`src/hdl/rrq_pkg.sv`:
```
// rrq_pkg: shared types, sizes and codes for the random removal queue.
// No dependencies; used by rrq_ctrl, rrq_datapath and random_removal_queue.
`timescale 1ns / 1ps

package rrq_pkg;

  localparam int DEPTH      = 16;
  localparam int DATA_WIDTH = 32;
  localparam int RAND_WIDTH = 16;

  localparam int CNT_W  = $clog2(DEPTH + 1);
  localparam int IDX_W  = $clog2(DEPTH);
  localparam int TRY_W  = IDX_W + 1;
  localparam int STEP_W = $clog2(RAND_WIDTH);

  localparam logic [1:0] KIND_ENQUEUE = 2'd0;
  localparam logic [1:0] KIND_OLDEST  = 2'd1;
  localparam logic [1:0] KIND_RANDOM  = 2'd2;

  localparam logic [1:0] STATUS_OK    = 2'd0;
  localparam logic [1:0] STATUS_EMPTY = 2'd1;
  localparam logic [1:0] STATUS_FULL  = 2'd2;

  typedef struct packed {
    logic [1:0]            kind;
    logic [DATA_WIDTH-1:0] data_in;
    logic [RAND_WIDTH-1:0] random_value;
  } req_t;

  typedef struct packed {
    logic [DATA_WIDTH-1:0] data_out;
    logic [1:0]            status;
    logic [CNT_W-1:0]      entries_held;
  } rsp_t;

  typedef struct packed {
    logic load;
    logic div_step;
    logic exec;
  } cmd_t;

  typedef struct packed {
    logic needs_div;
    logic div_done;
  } dp_status_t;

  typedef enum logic [2:0] {
    ST_IDLE = 3'b001,
    ST_DIV  = 3'b010,
    ST_EXEC = 3'b100
  } state_t;

endpackage

```
`src/hdl/rrq_ctrl.sv`:
```
// rrq_ctrl: sequencing state machine and response valid for the queue.
// Depends on rrq_pkg; drives the command struct of rrq_datapath.
`timescale 1ns / 1ps

module rrq_ctrl (
  input  logic               clk,
  input  logic               rst,
  input  logic               req_valid,
  output logic               req_stall,
  output logic               rsp_valid,
  input  logic               rsp_stall,
  input  rrq_pkg::dp_status_t dp_status,
  output rrq_pkg::cmd_t      cmd
);

  rrq_pkg::state_t state;
  rrq_pkg::state_t state_next;
  logic            rsp_free;

  assign req_stall = (state != rrq_pkg::ST_IDLE);
  assign rsp_free  = !rsp_valid || !rsp_stall;

  always_comb begin
    state_next   = state;
    cmd.load     = 1'b0;
    cmd.div_step = 1'b0;
    cmd.exec     = 1'b0;
    case (state)
      rrq_pkg::ST_IDLE: begin
        if (req_valid) begin
          cmd.load   = 1'b1;
          state_next = dp_status.needs_div ? rrq_pkg::ST_DIV : rrq_pkg::ST_EXEC;
        end
      end
      rrq_pkg::ST_DIV: begin
        cmd.div_step = 1'b1;
        if (dp_status.div_done) begin
          state_next = rrq_pkg::ST_EXEC;
        end
      end
      rrq_pkg::ST_EXEC: begin
        if (rsp_free) begin
          cmd.exec   = 1'b1;
          state_next = rrq_pkg::ST_IDLE;
        end
      end
      default: begin
        state_next = rrq_pkg::ST_IDLE;
      end
    endcase
  end

  always_ff @(posedge clk) begin
    if (rst) begin
      state     <= rrq_pkg::ST_IDLE;
      rsp_valid <= 1'b0;
    end else begin
      state <= state_next;
      if (cmd.exec) begin
        rsp_valid <= 1'b1;
      end else if (!rsp_stall) begin
        rsp_valid <= 1'b0;
      end
    end
  end

endmodule

```
`src/hdl/rrq_datapath.sv`:
```
// rrq_datapath: entry storage with gap-closing shift, bit-serial modulo
// unit and response register. Depends on rrq_pkg; commanded by rrq_ctrl.
`timescale 1ns / 1ps

module rrq_datapath (
  input  logic                clk,
  input  logic                rst,
  input  rrq_pkg::req_t       req,
  input  rrq_pkg::cmd_t       cmd,
  output rrq_pkg::dp_status_t dp_status,
  output rrq_pkg::rsp_t       rsp
);

  logic [rrq_pkg::DATA_WIDTH-1:0] slots [rrq_pkg::DEPTH];
  logic [rrq_pkg::CNT_W-1:0]      count;

  logic [1:0]                     kind;
  logic [rrq_pkg::DATA_WIDTH-1:0] word;
  logic [rrq_pkg::RAND_WIDTH-1:0] rnd_sh;
  logic [rrq_pkg::IDX_W-1:0]      rem;
  logic [rrq_pkg::STEP_W-1:0]     step;

  logic [rrq_pkg::TRY_W-1:0]      trial;
  logic                           fits;
  logic [rrq_pkg::CNT_W-1:0]      pos_wide;
  logic [rrq_pkg::IDX_W-1:0]      pos;
  logic                           is_remove;
  logic                           is_empty;
  logic                           is_full;
  logic                           do_take;
  logic                           do_put;

  // restoring remainder, one dividend bit per cycle
  assign trial = {rem, rnd_sh[rrq_pkg::RAND_WIDTH-1]};
  assign fits  = (trial >= rrq_pkg::TRY_W'(count));

  assign dp_status.needs_div = (req.kind == rrq_pkg::KIND_RANDOM) && (count != '0);
  assign dp_status.div_done  = (step == rrq_pkg::STEP_W'(rrq_pkg::RAND_WIDTH - 1));

  // remainder counts from the newest entry
  assign pos_wide  = count - rrq_pkg::CNT_W'(1) - rrq_pkg::CNT_W'(rem);
  assign pos       = (kind == rrq_pkg::KIND_OLDEST) ? '0 : pos_wide[rrq_pkg::IDX_W-1:0];
  assign is_remove = (kind == rrq_pkg::KIND_OLDEST) || (kind == rrq_pkg::KIND_RANDOM);
  assign is_empty  = (count == '0);
  assign is_full   = (count >= rrq_pkg::CNT_W'(rrq_pkg::DEPTH));
  assign do_take   = cmd.exec && is_remove && !is_empty;
  assign do_put    = cmd.exec && (kind == rrq_pkg::KIND_ENQUEUE) && !is_full;

  always_ff @(posedge clk) begin
    if (cmd.load) begin
      kind   <= req.kind;
      word   <= req.data_in;
      rnd_sh <= req.random_value;
      rem    <= '0;
      step   <= '0;
    end else if (cmd.div_step) begin
      rnd_sh <= {rnd_sh[rrq_pkg::RAND_WIDTH-2:0], 1'b0};
      rem    <= fits ? rrq_pkg::IDX_W'(trial - rrq_pkg::TRY_W'(count))
                     : rrq_pkg::IDX_W'(trial);
      step   <= step + rrq_pkg::STEP_W'(1);
    end
  end

  always_ff @(posedge clk) begin
    if (do_put) begin
      slots[count[rrq_pkg::IDX_W-1:0]] <= word;
    end
    if (do_take) begin
      for (int i = 0; i < rrq_pkg::DEPTH - 1; i++) begin
        if (rrq_pkg::IDX_W'(i) >= pos) begin
          slots[i] <= slots[i+1];
        end
      end
    end
  end

  always_ff @(posedge clk) begin
    if (rst) begin
      count <= '0;
    end else if (do_put) begin
      count <= count + rrq_pkg::CNT_W'(1);
    end else if (do_take) begin
      count <= count - rrq_pkg::CNT_W'(1);
    end
  end

  always_ff @(posedge clk) begin
    if (cmd.exec) begin
      rsp.data_out <= do_take ? slots[pos] : '0;
      if (is_remove && is_empty) begin
        rsp.status <= rrq_pkg::STATUS_EMPTY;
      end else if ((kind == rrq_pkg::KIND_ENQUEUE) && is_full) begin
        rsp.status <= rrq_pkg::STATUS_FULL;
      end else begin
        rsp.status <= rrq_pkg::STATUS_OK;
      end
      if (do_put) begin
        rsp.entries_held <= count + rrq_pkg::CNT_W'(1);
      end else if (do_take) begin
        rsp.entries_held <= count - rrq_pkg::CNT_W'(1);
      end else begin
        rsp.entries_held <= count;
      end
    end
  end

endmodule

```
`src/hdl/random_removal_queue.sv`:
```
// random_removal_queue: top level joining rrq_ctrl and rrq_datapath.
// Depends on rrq_pkg, rrq_ctrl and rrq_datapath.
//
// Bounded queue of DEPTH words. A request carries kind, data_in and
// random_value; kind selects enqueue as newest, remove oldest, or remove
// the entry at (random_value mod count) counted from the newest. Every
// request gives one response with data_out, status and entries_held.
// Both channels use valid/stall; a request is taken when req_valid is
// high and req_stall low, a response when rsp_valid is high and
// rsp_stall low.
// Timing: the request is taken in idle and executed in the execute state;
// the response register and rsp_valid are loaded at the execute step, and
// the controller returns to idle at the same edge, so the next request can
// be taken while that response is valid. A random removal from a non-empty
// queue first runs the bit-serial modulo unit, one step per bit of
// random_value, before its execute step.
// One request is in work at a time; req_stall is low only in idle.
// A finished response waits in the output register while the next
// request is taken; that request's execute step holds until the
// waiting response is taken.
// Reset empties the queue and drops any response not yet taken.
`timescale 1ns / 1ps

module random_removal_queue (
  input  logic          clk,
  input  logic          rst,
  input  logic          req_valid,
  output logic          req_stall,
  input  rrq_pkg::req_t req,
  output logic          rsp_valid,
  input  logic          rsp_stall,
  output rrq_pkg::rsp_t rsp
);

  rrq_pkg::cmd_t       cmd;
  rrq_pkg::dp_status_t dp_status;

  rrq_ctrl u_ctrl (
    .clk       (clk),
    .rst       (rst),
    .req_valid (req_valid),
    .req_stall (req_stall),
    .rsp_valid (rsp_valid),
    .rsp_stall (rsp_stall),
    .dp_status (dp_status),
    .cmd       (cmd)
  );

  rrq_datapath u_datapath (
    .clk       (clk),
    .rst       (rst),
    .req       (req),
    .cmd       (cmd),
    .dp_status (dp_status),
    .rsp       (rsp)
  );

endmodule
```
`config.mk`:
```
export PLATFORM = sky130hd
export DESIGN_NAME = random_removal_queue
export DESIGN_NICKNAME = d
export VERILOG_FILES = /design/src/hdl/rrq_pkg.sv /design/src/hdl/rrq_ctrl.sv /design/src/hdl/rrq_datapath.sv /design/src/hdl/random_removal_queue.sv
export SDC_FILE = /design/constraint.sdc
export NUM_CORES = 1
export LEC_CHECK = 0
export BUFFER_PORTS_ARGS = -buffer_cell sky130_fd_sc_hd__buf_4
export CAP_MARGIN = 20
export CORE_ASPECT_RATIO = 1.25
export CORE_UTILIZATION = 57
export CTS_CLUSTER_DIAMETER = 60
export DETAILED_ROUTE_END_ITERATION = 7
export PLACE_DENSITY = 0.81
export SYNTH_ARGS = -nofsm -noshare
export SYNTH_HDL_FRONTEND = slang
export SYNTH_HIERARCHICAL = 1
export SYNTH_SLANG_ARGS = --single-unit
```
`constraint.sdc`:
```
create_clock -name clk -period 7.08 [get_ports clk]
set_input_delay 1.416 -clock clk [delete_from_list [all_inputs] [get_ports clk]]
set_output_delay 1.416 -clock clk [all_outputs]
set_load 0.01 [all_outputs]
```
# == Word level (Yosys, flattened, before mapping) ==
# Memories as Yosys holds them, arrays and structs flattened. A register that Yosys moved wholly into a read port is not among the register bits.
# Index checks and enable logic that the tools add are counted.
# Widths: inputs -> output; s select.
# classes
addsub,5
n_lt_le_gt_ge,17
eq_ne,12
mux,69
n_reduce_logical,20
# ops
cell,n
$mux 1,55
$mux 16,2
$mux 32,1
$reduce_or 32->1,1
$ge 4x4->1 const A,7
$ge 3x4->1 const A,4
$mux 3,4
$mux 4,3
$mux 5,2
$pmux 3 s3,1
$ge 1x4->1 const A,2
$ge 2x4->1 const A,2
$sub 4x4->4,2
$logic_and 1x1->1,7
$add 5x1->5 const B,1
$ge 5x5->1,1
$ge 5x5->1 const B,1
$logic_not 1->1,5
$logic_not 5->1,1
$reduce_bool 5->1,1
$sub 5x1->5 const B,1
$add 4x1->4 const B,1
$eq 2x2->1 const B,2
$eq 4x4->1 const B,1
other kinds (12),15
# totals
regBits,74
ramBits,512
inputBits,54
output_inout_bits,41
word_cells,134
memories,1
# memory_table
memory,words,word_bits,rd,rd_clocked_by_memory_dff,wr,line,text
u_datapath.slots,16,32,16,1,15,rrq_datapath.sv:14,logic [rrq_pkg::DATA_WIDTH-1:0] slots [rrq_pkg::DEPTH];

# == Depth between registers and ports, before layout ==
# logic_depth
ltp_word,10
mapped_depth,11
mapped_depth_nobuf,9

# == Modules after synthesis ==
# Netlist, hierarchy kept.
# by_module_without_submodules
mod,n_inst,cells_each,area_each_um2,seq_area_each_um2
rrq_datapath,1,2131,30724.5,18307.6
rrq_ctrl,1,26,219.0,80.1

# == Least setup slack after synthesis ==
# Ideal clock, no wire load.
# synth_path
path_type,input to register
from,input rsp_stall
to,memory u_datapath/slots[2][0] in the netlist's numbering (enable)
setup_time_ps,431
arrival_time_ps,6429
t_required_ps,6649
slack_ps,220
path_stages,8
n_path_buf,3
cell_sequence,a21oi_1 > nand2_1 > nor2_1 > buf_2 > clkbuf_1 > clkbuf_1 > nand2_1 > o211ai_1
# synth_rtl
item,line,text
from (decl),random_removal_queue.sv:31,"input logic rsp_stall,"
to (decl),rrq_datapath.sv:14,

==> out/qor.csv <==
stage;metric;value;unit
timing;RSZ-0062 raised after global routing;no;
grt;number of global-route vias before repair;21900;
power;Leakage;11.23;nW
power;PwrDens;230.5;nW/um2
drt;drt drc;0;
timing;final worst setup slack;2188;ps
grt;initial antenna violation count;0;
timing;Tcrit/Tclk final;69.09;%
yosys;Mean Syn Cell Area;14.35;um2
layout;Layout area overhead;11.03;%
critical_path;Crit. End Element;register;
critical_path;critical path fanouts, max;31;
timing;setup TNS;0;ps
drt;WL/cell;31.34;um
layout;number of filler cells placed in the layout;3821;
yosys;Post-synth EDFFs;601;
layout;Final #Nets;2251;
floorplan;Ports;95;
timing;Least-Margin Pin Slew;1152;ps
placed_design;Final GP Congestion;0.8695;
cts;CTS Hold Bufs;0;
critical_path;WP data arrival;5180;ps
cts;clock sinks;618;
timing;Setup Skew;15.76;ps
timing;fin crit period;4892;ps
layout;Util after Layout;63.94;%
cts;cts repair resizes;0;
drt;ANT nets after route;0;
critical_path;cells on worst reg2reg path;11;
timing;final setup fails;0;
layout;ant diodes;0;
critical_path;Setup crit end;u_datapath/slots[6][30];
critical_path;Setup crit start;u_datapath/count[0];
grt;largest net degree at the start of global routing;61;
floorplan;Total Die Area;55230;um2
yosys;cell count after synthesis;2157;
timing;Fmax;204.4;MHz
cts;postcts setup bufs;0;
cts;CTS Buf Count;60;
yosys;Syn Nets;2228;
placed_design;HPWL Detailed;51180;um
run_status;status;complete, no violations;
yosys;Ys Warns;6;
floorplan;Core Region;53730;um2
critical_path;R2R setup slack;2190;ps
placed_design;Post-Place Cells;2843;
cts;worst-skew pair later-pin latency;640;ps
yosys;#FFs+latches synth;618;
run;Max Cap Violations;0;
layout;final instance count without filler cells;2955;
yosys;register area share after synthesis;59.42;%
drt;DRT Pass-1 Iters;6;
drt;Iteration-0 DRC Markers;3089;
cts;Clk pin slew, worst setup/hold paths;60;ps
cts;clk buf depth;3;
drt;Detailed Route WL;92600;um
floorplan;initial core utilization;57.59;%
timing;Rel. slew slack;21.56;%
critical_path;Req. time, crit path;7370;ps
timing;Slew Limit Fails;0;
drt;DR vias/cell;7.200;
cts;H-Tree Depth;2;
critical_path;startpoint type of the worst setup path;register;
power;VDD IR max;0.1973;mV
floorplan;DIE WIDTH;210.4;um
critical_path;crit path kind;register to register;
grt;Total GRT Usage;33.28;%
yosys;Yosys cell types;69;
drt;vias;21280;
placed_design;number of I/O port buffers;94;
floorplan;FP Rows;95;
layout;layout cell share with drive strength beyond 1;36.31;%
floorplan;die height;262.5;um
yosys;ys flop type;edfxtp_1;
hold_path;worst hold path class;register to register;
yosys;Netlist Area Pre-Place;30940;um2
yosys;ys async rst share;0;%
cts;clock tree from TritonCTS;yes;
timing;Hold Vio Cnt, Final;0;
power;total chip power;7.919;mW
placed_design;pre-CTS setup slack;2113;ps
critical_path;r2r endpoint;u_datapath/slots[6][30];
critical_path;Crit Reg-Reg Startpoint;u_datapath/count[0];
grt;grt total ovfl;0;
layout;footprint of the multi-input gates;11870;um2
grt;first-pass GRT wire length;135600;um
cts;clk root buf;clkbuf_16;
layout;Sequential Area;18390;um2
-- flip-flops by register name, indices dropped and copies added (netlist names) --
signal	cells
u_datapath/slots	512
u_datapath/rnd_sh	16
u_datapath/step	4
u_datapath/rsp	39
u_datapath/rem	4
u_datapath/word	32
u_datapath/kind	2
u_ctrl/rsp_valid	1
u_ctrl/state	3
u_datapath/count	5
-- cell type report --
type	count	share of cell area [%]
sequential	618	53.52
multi-input combinational	1329	34.54
clock buffer	70	4.541
timing repair buffer	151	3.394
tap	727	2.648
clock inverter	40	1.140
inverter	20	0.2185
-- synth_stat cells, types with 4 or more instances --
cell type / count / share of area [%]
edfxtp_1: 601 / 58
mux2_2: 482 / 18
nand2_1: 133 / 1.6
clkbuf_1: 113 / 1.4
o21ai_0: 96 / 1.6
nor3_1: 89 / 1.4
mux2i_1: 69 / 2.2
buf_2: 47 / 0.76
nor2_1: 47 / 0.57
o22ai_1: 39 / 0.79
a311o_1: 32 / 1.0
mux4_2: 32 / 2.3
a22oi_1: 31 / 0.75
a2bb2oi_1: 27 / 0.76
a32oi_1: 27 / 0.76
o2111ai_1: 27 / 0.76
o32a_1: 27 / 0.87
inv_1: 19 / 0.23
a21oi_1: 18 / 0.29
dfxtp_1: 17 / 1.1
buf_1: 16 / 0.19
ha_1: 15 / 0.61
mux2_1: 13 / 0.47
buf_4: 11 / 0.27
nand3_1: 9 / 0.15
nor2b_1: 9 / 0.18
a21o_1: 8 / 0.19
a211oi_1: 7 / 0.17
xnor2_1: 7 / 0.20
a31oi_1: 6 / 0.12
nand2b_1: 6 / 0.12
and2_1: 5 / 0.10
or3_1: 5 / 0.10
and3_1: 4 / 0.081
nor3b_1: 4 / 0.097
o221ai_1: 4 / 0.11
xor2_1: 4 / 0.11
-- worst min-delay path by stage --
stage                       start                 end  slack (ps)  depth (start not counted)
6_report       u_datapath/step[3]  u_datapath/step[3]         520                          2
4_1_cts        u_datapath/step[3]  u_datapath/step[3]         520                          2
3_5_place_dp   u_datapath/step[3]  u_datapath/step[3]         510                          2
3_3_place_gp   u_datapath/step[3]  u_datapath/step[3]         490                          2
5_1_grt        u_datapath/step[3]  u_datapath/step[3]         540                          2
2_1_floorplan  u_datapath/step[3]  u_datapath/step[3]         470                          2
-- worst max-delay path: stages, from the launching register on --
cell and delay (ps):
dfxtp_1 490, inv_1 140, ha_1 370, fa_2 1000, inv_2 60, buf_4 320, nand2_1 120, buf_4 470
nor2_1 170, nand3b_2 280, nand2_2 580, buf_4 480
-- per-stage QoR --
| step | hold slack [ps] | area (um2) |
|---|---|---|
| after floorplan | 471.1 | 30940 |
| after global placement | 488.1 | 32360 |
| after detailed placement | 505.5 | 32360 |
| after CTS | 522.0 | 34310 |
| after global routing | 538.6 | 34360 |
| final | 518.2 | 34360 |
-- per-layer routing --
layer,GRT usage (%),up-vias,wire (um)
li1,-,8601,-
met1,41.99,10590,32210
met3,7.326,433,10840
met2,52.77,1655,43190
met5,0,-,0
met4,19.82,0,6359
-- layout by cell type, fill, tap and decap left out, drive strengths merged, types with 21 or more instances in the layout --
cell	count
edfxtp	601
mux2	495
buf	151
nand2	134
o21ai	101
nor3	90
mux2i	70
clkbuf	70
nor2	47
o22ai	39
a311o	32
mux4	32
a22oi	31
clkinv	31
o32a	27
a2bb2oi	27
o2111ai	27
a32oi	27
inv	21
-- logic make-up (layout without fill, tap and decap cells) --
kind of cell / Yosys count / in the layout / share of synthesized area (%)
flops: 618 / 618 / 59.42
xor+xnor: 13 / 13 / 0.4165
mux: 597 / 597 / 22.65
fa+ha+maj: 17 / 17 / 0.7359
simple gates: 330 / 330 / 4.945
compound gates: 372 / 372 / 8.888
buf+inv: 210 / 281 / 2.944
-- power breakdown --
group,switching [mW],leakage [nW],internal [mW]
Combinational,0.269,4.75,0.256
Clock,1.42,0.965,1.83
Sequential,0.0759,5.52,4.07
Power figures use the tool's default switching activity.
